**config.mk**
```make
export PLATFORM = sky130hd
export DESIGN_NAME = relock_sweep_sequencer_top_flat
export DESIGN_NICKNAME = d
export VERILOG_FILES = /design/src/rtl/core/rss_pkg.sv /design/src/rtl/core/rss_sample_if.sv /design/src/rtl/core/rss_result_if.sv /design/src/rtl/core/rss_cfg_if.sv /design/src/rtl/core/rss_cfg_regs.sv /design/src/rtl/core/rss_sweep_core.sv /design/src/rtl/core/relock_sweep_sequencer_top.sv /design/src/flat_wrapper.sv
export SDC_FILE = /design/constraint.sdc
export NUM_CORES = 1
export LEC_CHECK = 0
export BUFFER_PORTS_ARGS = -buffer_cell sky130_fd_sc_hd__buf_2
export CAP_MARGIN = 25
export CORE_ASPECT_RATIO = 1.5
export CORE_MARGIN = 2
export CORE_UTILIZATION = 35
export CTS_CLUSTER_SIZE = 12
export DETAILED_ROUTE_END_ITERATION = 8
export PLACE_DENSITY = 0.58
export SLEW_MARGIN = 0
export SYNTH_ARGS = -nofsm -noshare
export SYNTH_HDL_FRONTEND = slang
export SYNTH_SLANG_ARGS = --single-unit
export TNS_END_PERCENT = 10
```
**constraint.sdc**
```tcl
create_clock -name clk -period 7.3 [get_ports clk]
set_input_delay 1.095 -clock clk [delete_from_list [all_inputs] [get_ports clk]]
set_output_delay 1.095 -clock clk [all_outputs]
set_load 0.01 [all_outputs]
```
**src/rtl/core/rss_pkg.sv**
```systemverilog
// Shared types and constants for the relock sweep sequencer.
// No dependencies.
package rss_pkg;

    localparam int FINE_STEPS = 256;
    localparam int FPOS_W = ($clog2(FINE_STEPS) + 1 > 9) ? $clog2(FINE_STEPS) + 1 : 9;
    localparam int CFG_IDX_W = 3;
    localparam int CFG_DATA_W = 16;
    localparam int FCNT_W = 6;

    localparam logic [CFG_IDX_W-1:0] REG_UPPER_RAIL  = 3'd0;
    localparam logic [CFG_IDX_W-1:0] REG_LOWER_RAIL  = 3'd1;
    localparam logic [CFG_IDX_W-1:0] REG_COARSE_START = 3'd2;
    localparam logic [CFG_IDX_W-1:0] REG_COARSE_END  = 3'd3;
    localparam logic [CFG_IDX_W-1:0] REG_FINE_START  = 3'd4;
    localparam logic [CFG_IDX_W-1:0] REG_FINE_END    = 3'd5;
    localparam logic [CFG_IDX_W-1:0] REG_DETECT_THR  = 3'd6;
    localparam logic [CFG_IDX_W-1:0] REG_FAIL_LIMIT  = 3'd7;

    typedef struct packed {
        logic [15:0]       upper_rail;
        logic [15:0]       lower_rail;
        logic [7:0]        coarse_start;
        logic [7:0]        coarse_end;
        logic [7:0]        fine_start;
        logic [8:0]        fine_end;
        logic [11:0]       detect_threshold;
        logic [FCNT_W-1:0] fail_limit;
    } cfg_t;

    typedef struct packed {
        logic [7:0] coarse_value;
        logic [7:0] fine_value;
        logic       searching;
        logic       lock_lamp;
        logic       fail_lamp;
    } res_t;

endpackage

```
**src/rtl/core/rss_sample_if.sv**
```systemverilog
// Input sample channel: valid/ready with filter and error readings.
// Depends on nothing.
interface rss_sample_if;
    logic        valid;
    logic        ready;
    logic [15:0] filter_sample;
    logic [11:0] error_sample;

    modport source (output valid, output filter_sample, output error_sample, input ready);
    modport sink (input valid, input filter_sample, input error_sample, output ready);
endinterface

```
**src/rtl/core/rss_result_if.sv**
```systemverilog
// Result channel: valid/ready with DAC drive values and lamps.
// Depends on nothing.
interface rss_result_if;
    logic       valid;
    logic       ready;
    logic [7:0] coarse_value;
    logic [7:0] fine_value;
    logic       searching;
    logic       lock_lamp;
    logic       fail_lamp;

    modport source (output valid, output coarse_value, output fine_value,
                    output searching, output lock_lamp, output fail_lamp, input ready);
    modport sink (input valid, input coarse_value, input fine_value,
                  input searching, input lock_lamp, input fail_lamp, output ready);
endinterface

```
**src/rtl/core/rss_cfg_if.sv**
```systemverilog
// Configuration write channel: valid/ready with register index and data.
// Depends on nothing.
interface rss_cfg_if;
    logic        valid;
    logic        ready;
    logic [2:0]  index;
    logic [15:0] data;

    modport source (output valid, output index, output data, input ready);
    modport sink (input valid, input index, input data, output ready);
endinterface

```
**src/rtl/core/rss_cfg_regs.sv**
```systemverilog
// Configuration register file for the relock sweep sequencer.
// Depends on rss_pkg and rss_cfg_if.
module rss_cfg_regs
    import rss_pkg::*;
(
    input  logic      clk,
    input  logic      rst_n,
    rss_cfg_if.sink   cfg,
    output cfg_t      cfg_regs
);

    cfg_t cfg_reg;
    cfg_t cfg_next;

    assign cfg.ready = 1'b1;
    assign cfg_regs  = cfg_reg;

    always_comb
    begin
        cfg_next = cfg_reg;
        if (cfg.valid)
        begin
            unique case (cfg.index)
                REG_UPPER_RAIL:   cfg_next.upper_rail       = cfg.data;
                REG_LOWER_RAIL:   cfg_next.lower_rail       = cfg.data;
                REG_COARSE_START: cfg_next.coarse_start     = cfg.data[7:0];
                REG_COARSE_END:   cfg_next.coarse_end       = cfg.data[7:0];
                REG_FINE_START:   cfg_next.fine_start       = cfg.data[7:0];
                REG_FINE_END:     cfg_next.fine_end         = cfg.data[8:0];
                REG_DETECT_THR:   cfg_next.detect_threshold = cfg.data[11:0];
                REG_FAIL_LIMIT:   cfg_next.fail_limit       = cfg.data[FCNT_W-1:0];
                default:          cfg_next = cfg_reg;
            endcase
        end
    end

    always_ff @(posedge clk or negedge rst_n)
    begin
        if (!rst_n)
        begin
            cfg_reg.upper_rail       <= 16'hFFFF;
            cfg_reg.lower_rail       <= 16'd0;
            cfg_reg.coarse_start     <= 8'd0;
            cfg_reg.coarse_end       <= 8'd255;
            cfg_reg.fine_start       <= 8'd0;
            cfg_reg.fine_end         <= 9'd256;
            cfg_reg.detect_threshold <= 12'd2000;
            cfg_reg.fail_limit       <= FCNT_W'(20);
        end
        else
        begin
            cfg_reg <= cfg_next;
        end
    end

endmodule

```
**src/rtl/core/rss_sweep_core.sv**
```systemverilog
// Sweep state and per-tick step logic: watch/search control, DAC position
// stepping, failure counting and lamps. Depends on rss_pkg.
module rss_sweep_core
    import rss_pkg::*;
(
    input  logic        clk,
    input  logic        rst_n,
    input  cfg_t        cfg,
    input  logic        step_en,
    input  logic [15:0] filter_sample,
    input  logic [11:0] error_sample,
    output res_t        res
);

    logic              search_reg,  search_next;
    logic [7:0]        cpos_reg,    cpos_next;
    logic [FPOS_W-1:0] fpos_reg,    fpos_next;
    logic              crossed_reg, crossed_next;
    logic [FCNT_W-1:0] fcnt_reg,    fcnt_next;
    logic              fail_reg,    fail_next;
    logic              lock_reg,    lock_next;

    logic              entering;
    logic              last_coarse;
    logic [FPOS_W-1:0] fine_inc;
    logic [FPOS_W-1:0] fine_limit;
    logic [FPOS_W-1:0] fine_end_ext;
    logic [FCNT_W:0]   fcnt_inc;

    always_comb
    begin
        entering     = !search_reg && ((filter_sample > cfg.upper_rail)
                                    || (filter_sample < cfg.lower_rail));
        search_next  = search_reg;
        cpos_next    = cpos_reg;
        fpos_next    = fpos_reg;
        crossed_next = crossed_reg;
        fcnt_next    = fcnt_reg;
        fail_next    = fail_reg;
        lock_next    = lock_reg;
        if (entering)
        begin
            search_next  = 1'b1;
            crossed_next = 1'b0;
            fcnt_next    = '0;
            fail_next    = 1'b0;
            lock_next    = 1'b0;
            cpos_next    = cfg.coarse_start;
            fpos_next    = FPOS_W'(cfg.fine_start);
        end

        res.coarse_value = 8'd0;
        res.fine_value   = 8'd0;

        last_coarse  = cpos_next >= cfg.coarse_end;
        fine_inc     = fpos_next + FPOS_W'(1);
        fine_end_ext = FPOS_W'(cfg.fine_end);
        fine_limit   = (last_coarse && (fine_end_ext < FPOS_W'(FINE_STEPS)))
                     ? fine_end_ext : FPOS_W'(FINE_STEPS);
        fcnt_inc     = {1'b0, fcnt_next} + (FCNT_W+1)'(1);

        if (search_next)
        begin
            res.coarse_value = cpos_next;
            res.fine_value   = fpos_next[7:0];
            if (error_sample < cfg.detect_threshold)
            begin
                crossed_next = 1'b1;
            end
            if ((error_sample > cfg.detect_threshold) && crossed_next)
            begin
                search_next  = 1'b0;
                crossed_next = 1'b0;
                fail_next    = 1'b0;
                lock_next    = 1'b1;
            end
            else if (fine_inc < fine_limit)
            begin
                fpos_next = fine_inc;
            end
            else if (!last_coarse)
            begin
                cpos_next = cpos_next + 8'd1;
                fpos_next = '0;
            end
            else
            begin
                cpos_next = cfg.coarse_start;
                fpos_next = FPOS_W'(cfg.fine_start);
                if (fcnt_inc >= {1'b0, cfg.fail_limit})
                begin
                    fcnt_next = cfg.fail_limit;
                    fail_next = 1'b1;
                end
                else
                begin
                    fcnt_next = fcnt_inc[FCNT_W-1:0];
                end
            end
        end

        res.searching = search_next;
        res.lock_lamp = lock_next;
        res.fail_lamp = fail_next;
    end

    always_ff @(posedge clk or negedge rst_n)
    begin
        if (!rst_n)
        begin
            search_reg  <= 1'b0;
            cpos_reg    <= '0;
            fpos_reg    <= '0;
            crossed_reg <= 1'b0;
            fcnt_reg    <= '0;
            fail_reg    <= 1'b0;
            lock_reg    <= 1'b0;
        end
        else if (step_en)
        begin
            search_reg  <= search_next;
            cpos_reg    <= cpos_next;
            fpos_reg    <= fpos_next;
            crossed_reg <= crossed_next;
            fcnt_reg    <= fcnt_next;
            fail_reg    <= fail_next;
            lock_reg    <= lock_next;
        end
    end

endmodule

```
**src/rtl/core/relock_sweep_sequencer_top.sv**
```systemverilog
// A sample transfer is registered in the input register; its step result is registered in the result register.
// Throughput: one sample per cycle while the result is taken; input register, step logic, result register.
// The input stage stalls only while both registers are full and the result is not taken.
// Reset (rst_n low, async): watch mode, lamps off, registers at defaults.
// Depends on rss_pkg, the rss_*_if interfaces, rss_cfg_regs and rss_sweep_core.
module relock_sweep_sequencer_top
    import rss_pkg::*;
(
    input  logic          clk,
    input  logic          rst_n,
    rss_sample_if.sink    sample,
    rss_result_if.source  result,
    rss_cfg_if.sink       cfg
);

    cfg_t        cfg_regs;
    res_t        step_res;
    logic        advance;
    logic        step_en;

    logic        s1_valid_reg;
    logic [15:0] s1_filter_reg;
    logic [11:0] s1_error_reg;
    logic        out_valid_reg;
    res_t        out_res_reg;

    assign advance      = !out_valid_reg || result.ready;
    assign step_en      = s1_valid_reg && advance;
    assign sample.ready = !s1_valid_reg || advance;

    rss_cfg_regs u_cfg_regs (
        .clk      (clk),
        .rst_n    (rst_n),
        .cfg      (cfg),
        .cfg_regs (cfg_regs)
    );

    rss_sweep_core u_sweep_core (
        .clk           (clk),
        .rst_n         (rst_n),
        .cfg           (cfg_regs),
        .step_en       (step_en),
        .filter_sample (s1_filter_reg),
        .error_sample  (s1_error_reg),
        .res           (step_res)
    );

    always_ff @(posedge clk or negedge rst_n)
    begin
        if (!rst_n)
        begin
            s1_valid_reg  <= 1'b0;
            out_valid_reg <= 1'b0;
        end
        else
        begin
            if (sample.ready)
            begin
                s1_valid_reg <= sample.valid;
            end
            if (advance)
            begin
                out_valid_reg <= s1_valid_reg;
            end
        end
    end

    always_ff @(posedge clk)
    begin
        if (sample.valid && sample.ready)
        begin
            s1_filter_reg <= sample.filter_sample;
            s1_error_reg  <= sample.error_sample;
        end
        if (step_en)
        begin
            out_res_reg <= step_res;
        end
    end

    assign result.valid        = out_valid_reg;
    assign result.coarse_value = out_res_reg.coarse_value;
    assign result.fine_value   = out_res_reg.fine_value;
    assign result.searching    = out_res_reg.searching;
    assign result.lock_lamp    = out_res_reg.lock_lamp;
    assign result.fail_lamp    = out_res_reg.fail_lamp;

endmodule

```
**src/flat_wrapper.sv**
```systemverilog
// flat-port wrapper written by rule: the top's interface ports become plain ports
module relock_sweep_sequencer_top_flat import rss_pkg::*;
  (clk, rst_n, sample_valid, sample_filter_sample, sample_error_sample, sample_ready, result_valid, result_coarse_value, result_fine_value, result_searching, result_lock_lamp, result_fail_lamp, result_ready, cfg_valid, cfg_index, cfg_data, cfg_ready);
  rss_sample_if sample_i ();
  rss_result_if result_i ();
  rss_cfg_if cfg_i ();
  input  logic clk;
  input  logic rst_n;
  input wire logic [$bits(sample_i.valid)-1:0] sample_valid;
  input wire logic [$bits(sample_i.filter_sample)-1:0] sample_filter_sample;
  input wire logic [$bits(sample_i.error_sample)-1:0] sample_error_sample;
  output wire logic [$bits(sample_i.ready)-1:0] sample_ready;
  output wire logic [$bits(result_i.valid)-1:0] result_valid;
  output wire logic [$bits(result_i.coarse_value)-1:0] result_coarse_value;
  output wire logic [$bits(result_i.fine_value)-1:0] result_fine_value;
  output wire logic [$bits(result_i.searching)-1:0] result_searching;
  output wire logic [$bits(result_i.lock_lamp)-1:0] result_lock_lamp;
  output wire logic [$bits(result_i.fail_lamp)-1:0] result_fail_lamp;
  input wire logic [$bits(result_i.ready)-1:0] result_ready;
  input wire logic [$bits(cfg_i.valid)-1:0] cfg_valid;
  input wire logic [$bits(cfg_i.index)-1:0] cfg_index;
  input wire logic [$bits(cfg_i.data)-1:0] cfg_data;
  output wire logic [$bits(cfg_i.ready)-1:0] cfg_ready;
  assign sample_i.valid = sample_valid;
  assign sample_i.filter_sample = sample_filter_sample;
  assign sample_i.error_sample = sample_error_sample;
  assign sample_ready = sample_i.ready;
  assign result_valid = result_i.valid;
  assign result_coarse_value = result_i.coarse_value;
  assign result_fine_value = result_i.fine_value;
  assign result_searching = result_i.searching;
  assign result_lock_lamp = result_i.lock_lamp;
  assign result_fail_lamp = result_i.fail_lamp;
  assign result_i.ready = result_ready;
  assign cfg_i.valid = cfg_valid;
  assign cfg_i.index = cfg_index;
  assign cfg_i.data = cfg_data;
  assign cfg_ready = cfg_i.ready;
  relock_sweep_sequencer_top u_core (.clk(clk), .rst_n(rst_n), .sample(sample_i), .result(result_i), .cfg(cfg_i));
endmodule
```
==> results.json <==
{
  "outcome": "finished clean",
  "fin_crit_sh": 0.911,
  "synth_cells": 821,
  "core_area_sq_um": 24300,
  "min_path_cells": 1,
  "layout.cells.non_filler": 1238,
  "rows": 70,
  "powerDensity_nw_per_um2": 366,
  "dpl.hpwl_um": 15700,
  "via_count": 6391,
  "grt_pass1_vias": 6466,
  "cts_buffers": 17,
  "cts_tree": "yes",
  "max_freq_mhz": 150,
  "period_needed_ns": 6.65,
  "clkSlewWorstSetupHoldPaths_ns": 0.06,
  "cts-root-buf": "clkbuf_16",
  "drtPass1Iterations": 5,
  "die_area_sq_um": 26100,
  "h-tree-depth": 4,
  "cts.sinks": 159,
  "required_ns": 7.63,
  "finalSetupViolations": 0,
  "avgSynthCellArea_sq_um": 10.6,
  "gp_congestion": 0.918,
  "cp_max_fo": 16,
  "port_buffers": 72,
  "n_antenna_cell": 0,
  "grt_first_pass_wirelength_um": 34900,
  "yosys_warnings": 0,
  "ys_seq_area_frac": 0.491,
  "gr-total-overflow": 0,
  "rsz0062_at_grt": "no",
  "wirelength_um": 21400,
  "drv_slew": 0,
  "synth_edf_count": 47,
  "dieHeight_um": 197,
  "ir_drop_mv": 0.181,
  "routedWlPerCell_um": 17.3,
  "fin_setup_tns_ns": 0,
  "crit_top_cell": "ha_1",
  "synth.distinct_cells": 68,
  "ys_ff_latch": 159,
  "synth_area_sq_um": 8670,
  "ctsLongestPathBuffers": 2,
  "arrival_ns": 6.97,
  "viasPerCell": 5.16,
  "maxCapViolations": 0,
  "ios": 74,
  "synth_nets": 941,
  "grt_max_degree": 79,
  "endpoint_kind": "register",
  "drive_gt1_frac": 0.245,
  "dp.cells": 1201,
  "track_usage": 0.172,
  "ys_async_sr_fraction": 0.704,
  "die_width_um": 133,
  "initial_core_util": 0.356,
  "cp_slowest_stage_delay_ns": 0.52,
  "skew_ns": 0.00861,
  "ant_nets": 0,
  "drt_iter0_drc": 273,
  "reg2reg_depth": 26,
  "syn_to_final_growth_pct": 16.9,
  "power.leakage_nw": 4.43,
  "grt_antenna_before_repair": 0,
  "nNetsFinal": 1021,
  "largest_register_ffs": 83,
  "hold_viol_final": 0,
  "drc_errors": 0,
  "worst_pin_slew_ns": 0.971,
  "clk_latency_ns": 0.44,
  "critPathSlowestCell": "dfstp_2",
  "timing.slew.headroom": 0.348,
  "synth_ff_type": "dfrtp_1",
  "critPathLaunchType": "register",
  "hp-class": "reg2reg",
  "worstSetupPathType": "reg2reg"
}
==> report_power, final <==
part           internal [mW]  switching [mW]
registers               1.16           0.150
logic                  0.590           0.867
clock network          0.566           0.380
total                   2.32            1.40
==> routing by layer <==
layer,part of all wire,up-vias,GRT usage
li1,-,3109,-
met4,0.025,0,0.0753
met1,0.41,3068,0.200
met5,0,-,0
met3,0.047,35,0.0340
met2,0.52,179,0.305
==> synthesized netlist by cell type, drive strengths merged (10+ instances only) <==
| library cell | instances | area (sq um) |
|---|---|---|
| nand2 | 92 | 345 |
| dfrtp | 79 | 1980 |
| inv | 72 | 270 |
| ha | 68 | 851 |
| o21ai | 61 | 305 |
| mux2 | 56 | 631 |
| edfxtp | 47 | 1410 |
| a21oi | 37 | 185 |
| nor2 | 37 | 141 |
| dfstp | 33 | 867 |
| nand3 | 27 | 135 |
| clkbuf | 21 | 78.8 |
| mux2i | 21 | 210 |
| nand4 | 16 | 100 |
| a21o | 14 | 105 |
| buf | 10 | 48.8 |
==> area by class of cell <==
type / instances / area, sq um
clock buffers: 21 / 504
clock inverters: 11 / 121
fillers: 2429 / 14200
inverters: 72 / 270
multi-input cells: 559 / 4050
flip-flops and latches: 159 / 4260
well taps: 324 / 405
repair buffers: 92 / 534
==> worst paths after layout <==
check                                                from                              end  slack (ns)
max                        u_core.u_cfg_regs.cfg_regs[82]  u_core.u_sweep_core.cpos_reg[3]        0.65
min                                   u_core.s1_valid_reg              u_core.result.valid        0.49
max reg2reg                u_core.u_cfg_regs.cfg_regs[82]  u_core.u_sweep_core.cpos_reg[3]        0.65
min reg2reg                           u_core.s1_valid_reg              u_core.result.valid        0.49
max in group asynchronous                           rst_n   u_core.u_cfg_regs.cfg_regs[71]        5.65
min in group asynchronous                           rst_n    u_core.u_cfg_regs.cfg_regs[7]        0.61
==> per-stage QoR <==
step                      hold WS (ns)  worst slack (ns)   util  cell area [sq um]  power [mW]
after detailed placement         0.481             0.521  0.388               9460        2.77
after floorplan                  0.457             0.889      -               8670        2.31
after CTS                        0.495             0.483  0.414              10100        3.72
after global placement           0.465             0.746  0.388               9440        2.73
after global routing             0.519            0.0147  0.416              10100        3.98
final                            0.492             0.653  0.416              10100        3.71
==> layout by cell type (no fill, tap or decap), drive strengths merged, types with 14 or more instances in the layout <==
cell     n
nor2    37
ha      68
inv     76
clkbuf  21
edfxtp  47
o21ai   61
dfrtp   79
buf     92
a21o    14
dfstp   33
nand2   92
nand3   27
a21oi   37
mux2    56
mux2i   21
nand4   16
==> what timing repair did <==
action / CTS / global route
hold endpoints to repair: 0 / 0
hold buffers: 0 / 0
endpoints found under the setup margin: 0 / 11
gates resized for setup: 0 / 1
buffers inserted: 0 / 3
==> kinds of logic (layout without fill, tap and decap cells) <==
group,Yosys count,in the layout,share of synthesized area
adders and majority gates,68,68,0.0981
other,1,1,0.000432
muxes,77,77,0.0969
AOI/OAI and AO/OA,171,171,0.125
buffers and inverters,103,196,0.0459
xor gates and xnor gates,14,14,0.0141
and+or+nand+nor,228,228,0.129
DFF,159,159,0.491
==> worst max-delay path, delay by kind of cell (launching register included) <==
kind | cells | cell delay (ns)
muxes | 1 | 0.36
and+or+nand+nor | 6 | 1.36
adders and majority gates | 3 | 0.91
DFF | 1 | 0.52
buffers and inverters | 4 | 0.57
AOI/OAI and AO/OA | 12 | 2.80
Power figures use the tool's default switching activity.
